==> src/hdl/rba_pkg.sv <==
// Shared types and constants of the guard-block bitmap allocator.
package rba_pkg;

  // Blocks that make up one region of a bank.
  localparam int BLOCKS_PER_REGION = 8;

  // Request kinds carried in the input tuser.
  localparam logic OP_ALLOC = 1'b0;
  localparam logic OP_FREE  = 1'b1;

  // Result status codes.
  localparam logic [1:0] STATUS_OK       = 2'd0;
  localparam logic [1:0] STATUS_BAD_SIZE = 2'd1;
  localparam logic [1:0] STATUS_NO_ROOM  = 2'd2;
  localparam logic [1:0] STATUS_BAD_FREE = 2'd3;

  // Configuration register indexes.
  localparam logic [1:0] CFG_BLOCK_SIZE_LOG2  = 2'd0;
  localparam logic [1:0] CFG_REGIONS_PER_BANK = 2'd1;
  localparam logic [1:0] CFG_BANK_A_BASE      = 2'd2;
  localparam logic [1:0] CFG_BANK_B_BASE      = 2'd3;

  // Bank select values.
  localparam logic BANK_A = 1'b0;
  localparam logic BANK_B = 1'b1;

  typedef enum logic [3:0] {
    ST_IDLE,
    ST_SHIFT,
    ST_CHECK,
    ST_SCAN,
    ST_MARK,
    ST_GSHIFT,
    ST_FPREV,
    ST_FCUR,
    ST_FCLEAR,
    ST_DONE
  } state_t;

  // Access to the block bitmaps: which bank, and an optional bit write.
  typedef struct packed {
    logic bank;
    logic wr;
    logic wval;
  } bmap_cmd_t;

endpackage

==> src/hdl/rba_bitmap.sv <==
// Used-block bitmaps of both banks with one bit read and one bit write port.
module rba_bitmap #(
  parameter int MAX_BLOCKS = 64,
  parameter int IDX_W      = 6
) (
  input  logic                 clk,
  input  logic                 rst,
  input  rba_pkg::bmap_cmd_t   cmd,
  input  logic [IDX_W-1:0]     idx,
  output logic                 rd_bit
);

  logic [MAX_BLOCKS-1:0] map_a;
  logic [MAX_BLOCKS-1:0] map_b;

  always_ff @(posedge clk) begin
    if (rst) begin
      map_a <= '0;
      map_b <= '0;
    end else if (cmd.wr) begin
      if (cmd.bank == rba_pkg::BANK_B) begin
        map_b[idx] <= cmd.wval;
      end else begin
        map_a[idx] <= cmd.wval;
      end
    end
  end

  assign rd_bit = (cmd.bank == rba_pkg::BANK_B) ? map_b[idx] : map_a[idx];

endmodule

==> src/hdl/redzone_bitmap_allocator_core.sv <==
// Top level of the guard-block bitmap allocator with two alternating banks.
// Allocate: shift the size down by block_size_log2, check it, scan the bank for a free run,
//   mark its inner blocks and shift the grant offset up; a bad size or no room ends early.
// Free: shift the address down, check it and the blocks around it, then clear the run.
// One request is in work at a time; the next is accepted once the result is registered.
// The bitmap scan takes one bit per cycle and the shift by block_size_log2 is serial.
// Reset (rst, synchronous): all blocks free, bank A marked last, registers to defaults.
module redzone_bitmap_allocator_core #(
  parameter int MAX_REGIONS_PER_BANK = 8
) (
  input  logic        clk,
  input  logic        rst,
  // Configuration write port.
  input  logic        cfg_we,
  input  logic [1:0]  cfg_index,
  input  logic [31:0] cfg_data,
  // Request stream.
  input  logic        s_axis_tvalid,
  output logic        s_axis_tready,
  input  logic [63:0] s_axis_tdata,   // request_size[31:0], free_address[63:32]
  input  logic [0:0]  s_axis_tuser,   // opcode[0]
  // Result stream.
  output logic        m_axis_tvalid,
  input  logic        m_axis_tready,
  output logic [39:0] m_axis_tdata    // status[1:0], granted_address[33:2], zero pad
);

  // Bitmap geometry follows from the largest bank this instance supports.
  localparam int MAX_BLOCKS = MAX_REGIONS_PER_BANK * rba_pkg::BLOCKS_PER_REGION;
  localparam int IDX_W      = $clog2(MAX_BLOCKS);
  localparam int CNT_W      = $clog2(MAX_BLOCKS + 1);

  // Configuration registers.
  logic [4:0]  block_size_log2;
  logic [3:0]  regions_per_bank;
  logic [31:0] bank_a_base;
  logic [31:0] bank_b_base;

  // Control state.
  rba_pkg::state_t state;
  rba_pkg::state_t state_next;
  logic            last_bank;
  logic            out_valid;

  // Working registers of the request in progress.
  logic             op;
  logic [31:0]      sh;        // serial shift register: size, address, then grant offset
  logic             sticky;    // any one bit shifted out of sh on the way down
  logic [31:0]      off_a;     // address minus bank A base, shifted along with sh
  logic [31:0]      off_b;
  logic             gt_a;      // address strictly above the bank base
  logic             gt_b;
  logic [4:0]       cnt;       // remaining shift steps
  logic             bank_sel;
  logic [CNT_W-1:0] idx;
  logic [CNT_W-1:0] run;
  logic [CNT_W-1:0] first;
  logic [CNT_W-1:0] need;
  logic [CNT_W-1:0] mark_end;
  logic [1:0]       res_status;
  logic [31:0]      res_addr;

  // Derived and combinational values.
  logic [3:0]         eff_regions;
  logic [CNT_W-1:0]   blocks;
  logic               cur_bit;
  logic               size_bad;
  logic               in_a;
  logic               in_b;
  logic [31:0]        free_idx;
  logic               free_bad;
  logic               scan_end;
  logic               found;
  logic               mark_done;
  logic               in_accept;
  logic               out_load;
  rba_pkg::bmap_cmd_t bmap_cmd;

  // Regions above what the bitmaps hold count as the maximum.
  assign eff_regions = (regions_per_bank > 4'(MAX_REGIONS_PER_BANK)) ?
                       4'(MAX_REGIONS_PER_BANK) : regions_per_bank;
  assign blocks = CNT_W'(eff_regions) * CNT_W'(rba_pkg::BLOCKS_PER_REGION);

  assign in_accept = s_axis_tvalid && s_axis_tready;
  assign out_load  = (state == rba_pkg::ST_DONE) && (!out_valid || m_axis_tready);

  // After the shift, sh holds size or address divided by the block size and sticky
  // tells whether the remainder was nonzero. A zero quotient with no remainder is zero.
  // A size of q blocks fits only if q + 2 blocks are available in the bank.
  assign size_bad = (sh == 32'd0) || sticky || (blocks == '0) ||
                    ((34'(sh) + 34'd2) > 34'(blocks));

  // The offset quotient below the block count is the same test as an address below
  // base plus bank size, since the bank size is a whole number of blocks.
  assign in_a = gt_a && (off_a < 32'(blocks));
  assign in_b = gt_b && (off_b < 32'(blocks));

  // Bank B wins where the two banks overlap.
  assign free_idx = in_b ? off_b : off_a;
  assign free_bad = (sh == 32'd0) || sticky || !(in_a || in_b) || (free_idx == 32'd0);

  assign scan_end  = (idx >= blocks);
  assign found     = !cur_bit && ((run + CNT_W'(1)) == need);
  assign mark_done = (idx == mark_end);

  rba_bitmap #(
    .MAX_BLOCKS (MAX_BLOCKS),
    .IDX_W      (IDX_W)
  ) u_bitmap (
    .clk    (clk),
    .rst    (rst),
    .cmd    (bmap_cmd),
    .idx    (idx[IDX_W-1:0]),
    .rd_bit (cur_bit)
  );

  // Configuration writes.
  always_ff @(posedge clk) begin
    if (rst) begin
      block_size_log2  <= 5'd5;
      regions_per_bank <= 4'd4;
      bank_a_base      <= 32'd0;
      bank_b_base      <= 32'd0;
    end else if (cfg_we) begin
      unique case (cfg_index)
        rba_pkg::CFG_BLOCK_SIZE_LOG2:  block_size_log2  <= cfg_data[4:0];
        rba_pkg::CFG_REGIONS_PER_BANK: regions_per_bank <= cfg_data[3:0];
        rba_pkg::CFG_BANK_A_BASE:      bank_a_base      <= cfg_data;
        rba_pkg::CFG_BANK_B_BASE:      bank_b_base      <= cfg_data;
        default: ;
      endcase
    end
  end

  // Next state.
  always_comb begin
    state_next = state;
    unique case (state)
      rba_pkg::ST_IDLE: begin
        if (in_accept) state_next = rba_pkg::ST_SHIFT;
      end
      rba_pkg::ST_SHIFT: begin
        if (cnt == 5'd0) state_next = rba_pkg::ST_CHECK;
      end
      rba_pkg::ST_CHECK: begin
        if (op == rba_pkg::OP_ALLOC) begin
          state_next = size_bad ? rba_pkg::ST_DONE : rba_pkg::ST_SCAN;
        end else begin
          state_next = free_bad ? rba_pkg::ST_DONE : rba_pkg::ST_FPREV;
        end
      end
      rba_pkg::ST_SCAN: begin
        if (scan_end) state_next = rba_pkg::ST_DONE;
        else if (found) state_next = rba_pkg::ST_MARK;
      end
      rba_pkg::ST_MARK: begin
        if (mark_done) state_next = rba_pkg::ST_GSHIFT;
      end
      rba_pkg::ST_GSHIFT: begin
        if (cnt == 5'd0) state_next = rba_pkg::ST_DONE;
      end
      rba_pkg::ST_FPREV: begin
        state_next = cur_bit ? rba_pkg::ST_DONE : rba_pkg::ST_FCUR;
      end
      rba_pkg::ST_FCUR: begin
        state_next = cur_bit ? rba_pkg::ST_FCLEAR : rba_pkg::ST_DONE;
      end
      rba_pkg::ST_FCLEAR: begin
        if (scan_end || !cur_bit) state_next = rba_pkg::ST_DONE;
      end
      rba_pkg::ST_DONE: begin
        if (out_load) state_next = rba_pkg::ST_IDLE;
      end
      default: state_next = rba_pkg::ST_IDLE;
    endcase
  end

  // Outputs of the state machine: input ready and bitmap writes.
  always_comb begin
    s_axis_tready = (state == rba_pkg::ST_IDLE) && !rst;
    bmap_cmd.bank = bank_sel;
    bmap_cmd.wr   = 1'b0;
    bmap_cmd.wval = 1'b0;
    unique case (state)
      rba_pkg::ST_MARK: begin
        bmap_cmd.wr   = !mark_done;
        bmap_cmd.wval = 1'b1;
      end
      rba_pkg::ST_FCLEAR: begin
        bmap_cmd.wr   = !scan_end && cur_bit;
        bmap_cmd.wval = 1'b0;
      end
      default: ;
    endcase
  end

  always_ff @(posedge clk) begin
    if (rst) begin
      state     <= rba_pkg::ST_IDLE;
      last_bank <= rba_pkg::BANK_A;
    end else begin
      state <= state_next;
      // The bank switches once the size is good, whether or not room is found.
      if ((state == rba_pkg::ST_CHECK) && (op == rba_pkg::OP_ALLOC) && !size_bad) begin
        last_bank <= ~last_bank;
      end
    end
  end

  // Datapath of the request in progress.
  always_ff @(posedge clk) begin
    case (state)
      rba_pkg::ST_IDLE: begin
        if (in_accept) begin
          op     <= s_axis_tuser[0];
          sh     <= (s_axis_tuser[0] == rba_pkg::OP_FREE) ?
                    s_axis_tdata[63:32] : s_axis_tdata[31:0];
          off_a  <= s_axis_tdata[63:32] - bank_a_base;
          off_b  <= s_axis_tdata[63:32] - bank_b_base;
          gt_a   <= s_axis_tdata[63:32] > bank_a_base;
          gt_b   <= s_axis_tdata[63:32] > bank_b_base;
          sticky <= 1'b0;
          cnt    <= block_size_log2;
        end
      end
      rba_pkg::ST_SHIFT: begin
        // Divide by the block size one bit per cycle.
        if (cnt != 5'd0) begin
          sh     <= {1'b0, sh[31:1]};
          sticky <= sticky | sh[0];
          off_a  <= {1'b0, off_a[31:1]};
          off_b  <= {1'b0, off_b[31:1]};
          cnt    <= cnt - 5'd1;
        end
      end
      rba_pkg::ST_CHECK: begin
        res_addr <= 32'd0;
        if (op == rba_pkg::OP_ALLOC) begin
          res_status <= rba_pkg::STATUS_BAD_SIZE;
          bank_sel   <= ~last_bank;
          need       <= sh[CNT_W-1:0] + CNT_W'(2);
          idx        <= '0;
          run        <= '0;
        end else begin
          res_status <= rba_pkg::STATUS_BAD_FREE;
          bank_sel   <= in_b ? rba_pkg::BANK_B : rba_pkg::BANK_A;
          // Start one block early to check that the previous block is clear.
          idx        <= free_idx[CNT_W-1:0] - CNT_W'(1);
        end
      end
      rba_pkg::ST_SCAN: begin
        // First-fit scan for a run of free blocks, one bit per cycle.
        if (scan_end) begin
          res_status <= rba_pkg::STATUS_NO_ROOM;
        end else if (found) begin
          mark_end <= idx;
          idx      <= first + CNT_W'(1);
        end else begin
          if (cur_bit) begin
            run <= '0;
          end else begin
            if (run == '0) first <= idx;
            run <= run + CNT_W'(1);
          end
          idx <= idx + CNT_W'(1);
        end
      end
      rba_pkg::ST_MARK: begin
        // Mark the inner blocks; the first and last block of the run stay clear.
        if (!mark_done) begin
          idx <= idx + CNT_W'(1);
        end else begin
          sh  <= 32'(first) + 32'd1;
          cnt <= block_size_log2;
        end
      end
      rba_pkg::ST_GSHIFT: begin
        // Scale the block number up to a byte offset one bit per cycle.
        if (cnt != 5'd0) begin
          sh  <= {sh[30:0], 1'b0};
          cnt <= cnt - 5'd1;
        end else begin
          res_status <= rba_pkg::STATUS_OK;
          res_addr   <= ((bank_sel == rba_pkg::BANK_B) ? bank_b_base : bank_a_base) + sh;
        end
      end
      rba_pkg::ST_FPREV: begin
        if (!cur_bit) idx <= idx + CNT_W'(1);
      end
      rba_pkg::ST_FCLEAR: begin
        // Clear until a clear block or the bank end.
        if (!scan_end && cur_bit) begin
          idx <= idx + CNT_W'(1);
        end else begin
          res_status <= rba_pkg::STATUS_OK;
        end
      end
      default: ;
    endcase
  end

  // Output register: a result waits here while the next request is taken in.
  always_ff @(posedge clk) begin
    if (rst) begin
      out_valid <= 1'b0;
    end else if (out_load) begin
      out_valid <= 1'b1;
    end else if (m_axis_tready) begin
      out_valid <= 1'b0;
    end
  end

  always_ff @(posedge clk) begin
    if (out_load) begin
      m_axis_tdata <= {6'd0, res_addr, res_status};
    end
  end

  assign m_axis_tvalid = out_valid;

endmodule

==> config.mk <==
export PLATFORM = sky130hd
export DESIGN_NAME = redzone_bitmap_allocator_core
export DESIGN_NICKNAME = d
export VERILOG_FILES = /design/src/hdl/rba_pkg.sv /design/src/hdl/rba_bitmap.sv /design/src/hdl/redzone_bitmap_allocator_core.sv
export SDC_FILE = /design/constraint.sdc
export NUM_CORES = 1
export LEC_CHECK = 0
export ABC_CLOCK_PERIOD_IN_PS = 8250
export BUFFER_PORTS_ARGS = -buffer_cell sky130_fd_sc_hd__buf_2
export CELL_PAD_IN_SITES_DETAIL_PLACEMENT = 0
export CELL_PAD_IN_SITES_GLOBAL_PLACEMENT = 1
export CORE_AREA = 2 2 275 277
export CTS_BUF_LIST = sky130_fd_sc_hd__clkbuf_8
export DETAILED_ROUTE_END_ITERATION = 6
export DIE_AREA = 0 0 277 279
export PLACE_DENSITY_LB_ADDON = 0.3
export SYNTH_ARGS = -nofsm -noshare
export SYNTH_HDL_FRONTEND = slang
export SYNTH_SLANG_ARGS = --single-unit
==> constraint.sdc <==
create_clock -name clk -period 8.25 [get_ports clk]
set_input_delay 1.2375 -clock clk [delete_from_list [all_inputs] [get_ports clk]]
set_output_delay 1.2375 -clock clk [all_outputs]
set_load 0.01 [all_outputs]
==> results of run 1 <==
[routing by layer]
layer	global-route usage [%]	up-vias
met4	5.69	6
met5	0	-
li1	-	10600
met2	35.7	612
met1	28.9	10700
met3	3.17	119
[synth_stat cells (24+ instances only)]
master and n:
a21o_1 50, a21oi_1 213, a221o_1 32, clkbuf_1 127, dfxtp_1 207, edfxtp_1 209
ha_1 118, inv_1 113, mux2i_1 97, nand2_1 347, nand2b_1 53, nand3_1 51
nand4_1 27, nor2_1 186, nor2b_1 120, nor3_1 79, nor4_1 31, o21a_1 24
o21ai_0 195, o31ai_1 109, xnor2_1 67, xor2_1 52
[cells by family (layout without fill, tap and decap cells)]
group                    Yosys count  in the layout  synth area share (%)
multiplexers                     124            124                  5.31
other                              1              7                0.0146
AND/OR/NAND/NOR                 1002           1002                  19.1
XOR/XNOR                         119            119                  4.05
buffers and inverters            299            434                  4.91
flip-flops                       416            416                  40.5
AO/OA/AOI/OAI                    795            795                  20.2
adder cells (fa/ha/maj)          121            121                  5.97
[where the power goes]
part           internal [mW]  total, mW  switching, mW
clock network           1.15       2.15          0.997
logic                  0.917       2.74           1.83
registers               2.71       3.17          0.457
total                   4.77       8.05           3.28
[path summary, 6_finish.rpt]
check | start | endpoint | slack [ns] | cells after the start
max reg2reg | idx[0] | u_bitmap.map_a[35] | 3.36 | 12
max | idx[0] | u_bitmap.map_a[35] | 3.36 | 12
min | res_addr[2] | m_axis_tdata[4] | 0.42 | 0
min reg2reg | res_addr[2] | m_axis_tdata[4] | 0.42 | 0
[per-stage QoR]
step	power (mW)	setup slack, ns	hold WS, ns	util (%)
detailed placement	5.91	3.34	0.405	36.6
global placement	5.87	3.33	0.407	36.6
CTS	8.08	3.38	0.419	38.9
global route	8.52	3.02	0.428	38.9
floorplan	5.03	0.483	0.400	-
finish	8.05	3.36	0.417	38.9
[flip-flops by register name, summed over array words and instances (netlist names), 4 cells and up]
signal,flops
sh,32
cnt,5
off_a,32
run,7
block_size_log2,5
first,7
mark_end,7
res_addr,32
state,4
bank_b_base,32
regions_per_bank,4
m_axis_tdata,34
idx,7
u_bitmap.map_a,64
bank_a_base,32
off_b,32
u_bitmap.map_b,64
need,7
[critical path, delay by kind of cell, from the launching register on]
kind	cells	cell delay [ns]
AND/OR/NAND/NOR	2	0.37
AO/OA/AOI/OAI	4	1.23
flip-flops	1	0.61
multiplexers	3	0.87
buffers and inverters	3	1.56
[final cells by class]
type / count / area [um2]
inverters: 115 / 432
diodes: 1 / 2.50
multi-input cells: 2167 / 14100
clock buffers: 100 / 1380
flip-flops and latches: 416 / 10400
repair buffers: 169 / 927
fillers: 7525 / 45300
well taps: 969 / 1210
clock inverters: 50 / 310
[cells in the final DEF, fill, tap and decap left out, types with 14 or more instances in the layout]
cell and n:
a211oi_1 17, a21o_1 50, a21oi_1 212, a221o_1 32
a221oi_1 20, and2_1 15, and3_1 19, buf_2 138
buf_4 30, clkbuf_8 100, dfxtp_1 207, edfxtp_1 209
ha_1 118, inv_1 143, mux2_2 14, mux2i_1 97
nand2_1 346, nand2b_1 53, nand3_1 51, nand4_1 27
nor2_1 185, nor2b_1 120, nor3_1 77, nor4_1 31
o21a_1 24, o21ai_0 195, o31ai_1 109, xnor2_1 67
xor2_1 52
==> flow_summary.yaml, run 1 <==
yosys:
  ys_async_sr_fraction_pct: 0
  synth_seq_cells: 416
  synthTopCellsByArea: "edfxtp_1 24%, dfxtp_1 16%, ha_1 5.7%"
  synth_cell_types: 94
  synth_cells: 2877
  ys_seq_area_share_pct: 40.5
  dominantRegCellSynth: "edfxtp_1"
  synth_edf_count: 209
  netlist_area_um2: 25700
  avgSynthCellArea_um2: 8.94
  yosysTopAreaCell: "edfxtp_1"
  synth_top_area_share_pct: 24.4
  yosys_warnings: 0
placed_design:
  place_area_um2: 27100
  globalplace.congestion: 0.896
  place_hpwl_um: 61100
  io_buffers: 139
  placed_cells: 3836
power_and_ir_drop:
  peakVddDrop_uv: 170
  leakagePower_nw: 10.4
  cellPowerDensity_nw_per_um2: 280
floorplan:
  start_util_pct: 34.7
  rows: 100
  core_area_um2: 74100
  ioPinCount: 146
  die_w_um: 277
  dieArea_um2: 77300
  fp.dieH_um: 279
sta:
  slew_headroom_pct: 10.3
  setup-violations-final: 0
  worst_slew_pin_slew_ns: 1.34
  finClkSkew_ns: 0.0619
  tns_ns: 0
  min_period_ns: 4.89
  fmax_mhz: 204
  fin_crit_sh_pct: 59.3
  rsz0062_at_grt: "false"
  drv_slew: 0
  hold_violations: 0
global_route:
  track_usage_pct: 21.4
  grt_antenna_before_repair: 4
  grt_pass1_vias: 21600
  grt_remaining_overflow: 0
  grt_pass1_wl_um: 130000
  grt_max_degree: 111
critical_path:
  cp_max_fo: 110
  cpPeakStageDelay_ns: 0.83
  path_cells: "buf_4 -> buf_4 -> mux4_2 -> mux2i_1 -> o22ai_1 -> a311o_1 -> a2111oi_4 -> nor4b_4 -> o21bai_4 -> buf_4 -> nor3_1 -> mux2i_1"
  crit_top_cell: "buf_4"
  critPathLaunchType: "register"
  worst_ep_arrival_time_ns: 5.44
  required_ns: 8.80
  cp-end-kind: "register"
  worst-setup-path-type: "register to register"
  worst_path_max_delay_cell: "buf_4"
route:
  via_per_inst: 5.52
  routedWlPerCell_um: 21.1
  drc: 0
  met3_length_um: 4310
  wl_met2_um: 39600
  m1WireLength_um: 38200
  drt-pass1-iter-count: 5
  drt_iter0_drc: 1627
  route.top_layer_used: "met5"
  drt_wl_total_um: 84100
  ant_nets: 0
  vias: 22000
hold_path:
  hp-class: "register to register"
clock_tree:
  post_cts_buffers: 0
  cts_max_path_buffers: 3
  cts_hold_buffers: 0
  clk_pin_slew_ns: 0.06
  clk_latency_ns: 0.72
  cts_tree: "yes"
  clkSinkCount: 416
  cts_max_level: 3
  clockRootBuffer: "clkbuf_8"
  numCtsBuffers: 80
  cts_repair_resize_count: 0
final_layout:
  drive_gt1_share_pct: 11.9
  nNetsFinal: 3174
  layout.cells.non_filler: 3987
  area_growth_syn_to_layout_pct: 12.0
  design_area_um2: 28800
outcome:
  status: "complete, no violations"
flow_run:
  maxCapViolations: 0
No activity file was read; power rests on OpenSTA's default activity.
==> run 2, diff against run 1 <==
- ABC_CLOCK_PERIOD_IN_PS: 8250 -> 5000
- clock period: 8.25 -> 5 ns (I/O delays scaled with it)
==> run 2 against run 1 <==
Cell area is 0.54% higher. Core utilization is 0.21 points higher. Largest cell class unchanged. Sequential share of layout area is 0.19 points lower. Critical path type unchanged. Largest power group unchanged. Die area stayed put. Setup slack worse by 2.7 ns. Count of clock-buffer cells in the layout is 12 lower. Via count is 1.2% higher.
==> flow_summary.yaml, run 2 (same netlist as run 1, synthesis figures left out) <==
outcome:
  status: "complete, no violations"
power_and_ir_drop:
  p_sw_share_pct: 40.8
  p_sw_mw: 5.40
  leakagePower_nw: 10.5
  pwr-share-comb_pct: 35.4
  power_frac_seq_pct: 39.3
  cellPowerDensity_nw_per_um2: 457
  power_frac_clock_pct: 25.2
  power_mw: 13.2
  peakVddDrop_uv: 219
  intPower_mw: 7.83
sta:
  drv_slew: 0
  tns_ns: 0
  fin_ws_ns: 0.648
  slew_headroom_pct: 14.9
  finalHoldWorstSlack_ns: 0.319
  finClkSkew_ns: 0.0442
  min_period_ns: 4.35
  hold_violations: 0
  fin_crit_sh_pct: 87.0
  worst_slew_pin_slew_ns: 1.28
  fmax_mhz: 230
  rsz0062_at_grt: "false"
  setup-violations-final: 0
flow_run:
  maxCapViolations: 0
critical_path:
  cp-end-kind: "register"
  cp_max_fo: 17
  rr_startpoint: "idx[0]"
  worst_ep_arrival_time_ns: 4.95
  required_ns: 5.59
  rr_endpoint: "state[1]"
  critPathLaunchType: "register"
  rrSetupSlack_ns: 0.65
  worst-setup-path-type: "register to register"
  reg2reg_depth: 11
final_layout:
  layout_commonest_cell: "nand2_1"
  post-route-util_pct: 39.1
  nNetsFinal: 3203
  area_growth_syn_to_layout_pct: 12.6
  design_area_um2: 29000
  layout.cells.non_filler: 4016
  drive_gt1_share_pct: 12.5
  reg_top3: "u_bitmap.map_a (64), u_bitmap.map_b (64), m_axis_tdata (34)"
  mostFrequentLayoutCells: "346 x nand2_1, 212 x a21oi_1, 209 x edfxtp_1"
clock_tree:
  clkSinkCount: 416
  clockRootBuffer: "clkbuf_8"
  cts_max_level: 3
  numCtsBuffers: 81
  clk_pin_slew_ns: 0.06
  cts_hold_buffers: 0
  cts_tree: "yes"
  cts_repair_resize_count: 0
  post_cts_buffers: 0
  cts_max_path_buffers: 3
  clk_latency_ns: 0.69
placed_design:
  io_buffers: 139
  globalplace.congestion: 0.909
  placed_cells: 3864
  place_hpwl_um: 62500
  place_area_um2: 27400
  pre_cts_ws_ns: 0.697
global_route:
  grt_max_degree: 135
  grt_antenna_before_repair: 6
  track_usage_pct: 21.3
  grt_pass1_wl_um: 129000
  grt_pass1_vias: 21400
  grt_remaining_overflow: 0
floorplan:
  ioPinCount: 146
  rows: 100
  dieArea_um2: 77300
  core_area_um2: 74100
  fp.dieH_um: 279
  start_util_pct: 34.7
  die_w_um: 277
route:
  drt-pass1-iter-count: 6
  drt_iter0_drc: 1789
  drt_wl_total_um: 84700
  vias: 22300
  ant_nets: 0
  via_per_inst: 5.55
  drc: 0
  routedWlPerCell_um: 21.1
hold_path:
  worst_hold_path.endpoint: "bank_a_base[26]"
  hp-class: "primary input to register"
  hold_depth: 3
  hp-start: "cfg_data[26]"
run 2: changes by cell type in the layout (fill, tap and decap cells not counted), sizes merged:
cell,before,now
inv,150,140
clkbuf,100,88
clkinvlp,0,1
diode,1,5
bufinv,1,2
clkinv,14,31
buf,169,197
run 2: power groups by stage:
stage,clock (mW),combinational (mW),sequential [mW]
finish,3.34,4.68,5.20
global route,3.57,5.13,5.28
CTS,3.43,4.65,5.19
detailed placement,0,4.64,5.26
global placement,0,4.56,5.24
floorplan,0,3.42,4.85
run 2: how the worst max path moves through the flow:
stage	cells after the start	end	slack, ns	from
after CTS	11	first[2]	0.65	idx[0]
after detailed placement	11	first[3]	0.70	idx[0]
after global routing	11	state[2]	0.38	idx[0]
final	11	state[1]	0.65	idx[0]
after global placement	11	first[3]	0.74	idx[0]
after floorplan	11	sh[0]	0.41	idx[0]
run 2: area by class of cell:
type | instances | area (um2)
Clock buffer | 88 | 1210
Timing Repair Buffer | 197 | 1190
Inverter | 115 | 432
Fill cell | 7527 | 45100
Multi-Input combinational cell | 2167 | 14200
Sequential cell | 416 | 10400
Clock inverter | 59 | 342
Tap cell | 969 | 1210
Antenna cell | 5 | 12.5
run 2: critical path, stage by stage, from the launching register on:
cell	delay (ns)
edfxtp_1	0.57
buf_4	0.25
buf_4	0.21
nor2_1	0.54
a22oi_1	0.22
a221o_1	0.41
a311o_1	0.39
a2111oi_4	0.57
o21ai_2	0.35
a211oi_4	0.42
o31ai_1	0.14
a21oi_1	0.19
run 2: layer usage:
metal  part of all wire [%]  vias up  wire length (um)  track usage, %
li1                       -    10700                 -               -
met1                     44    10800             37700            28.4
met2                     46      687             39400            34.9
met3                    6.3      150              5350            4.55
met4                    2.6       10              2240            6.08
met5                  0.070        -                59               0
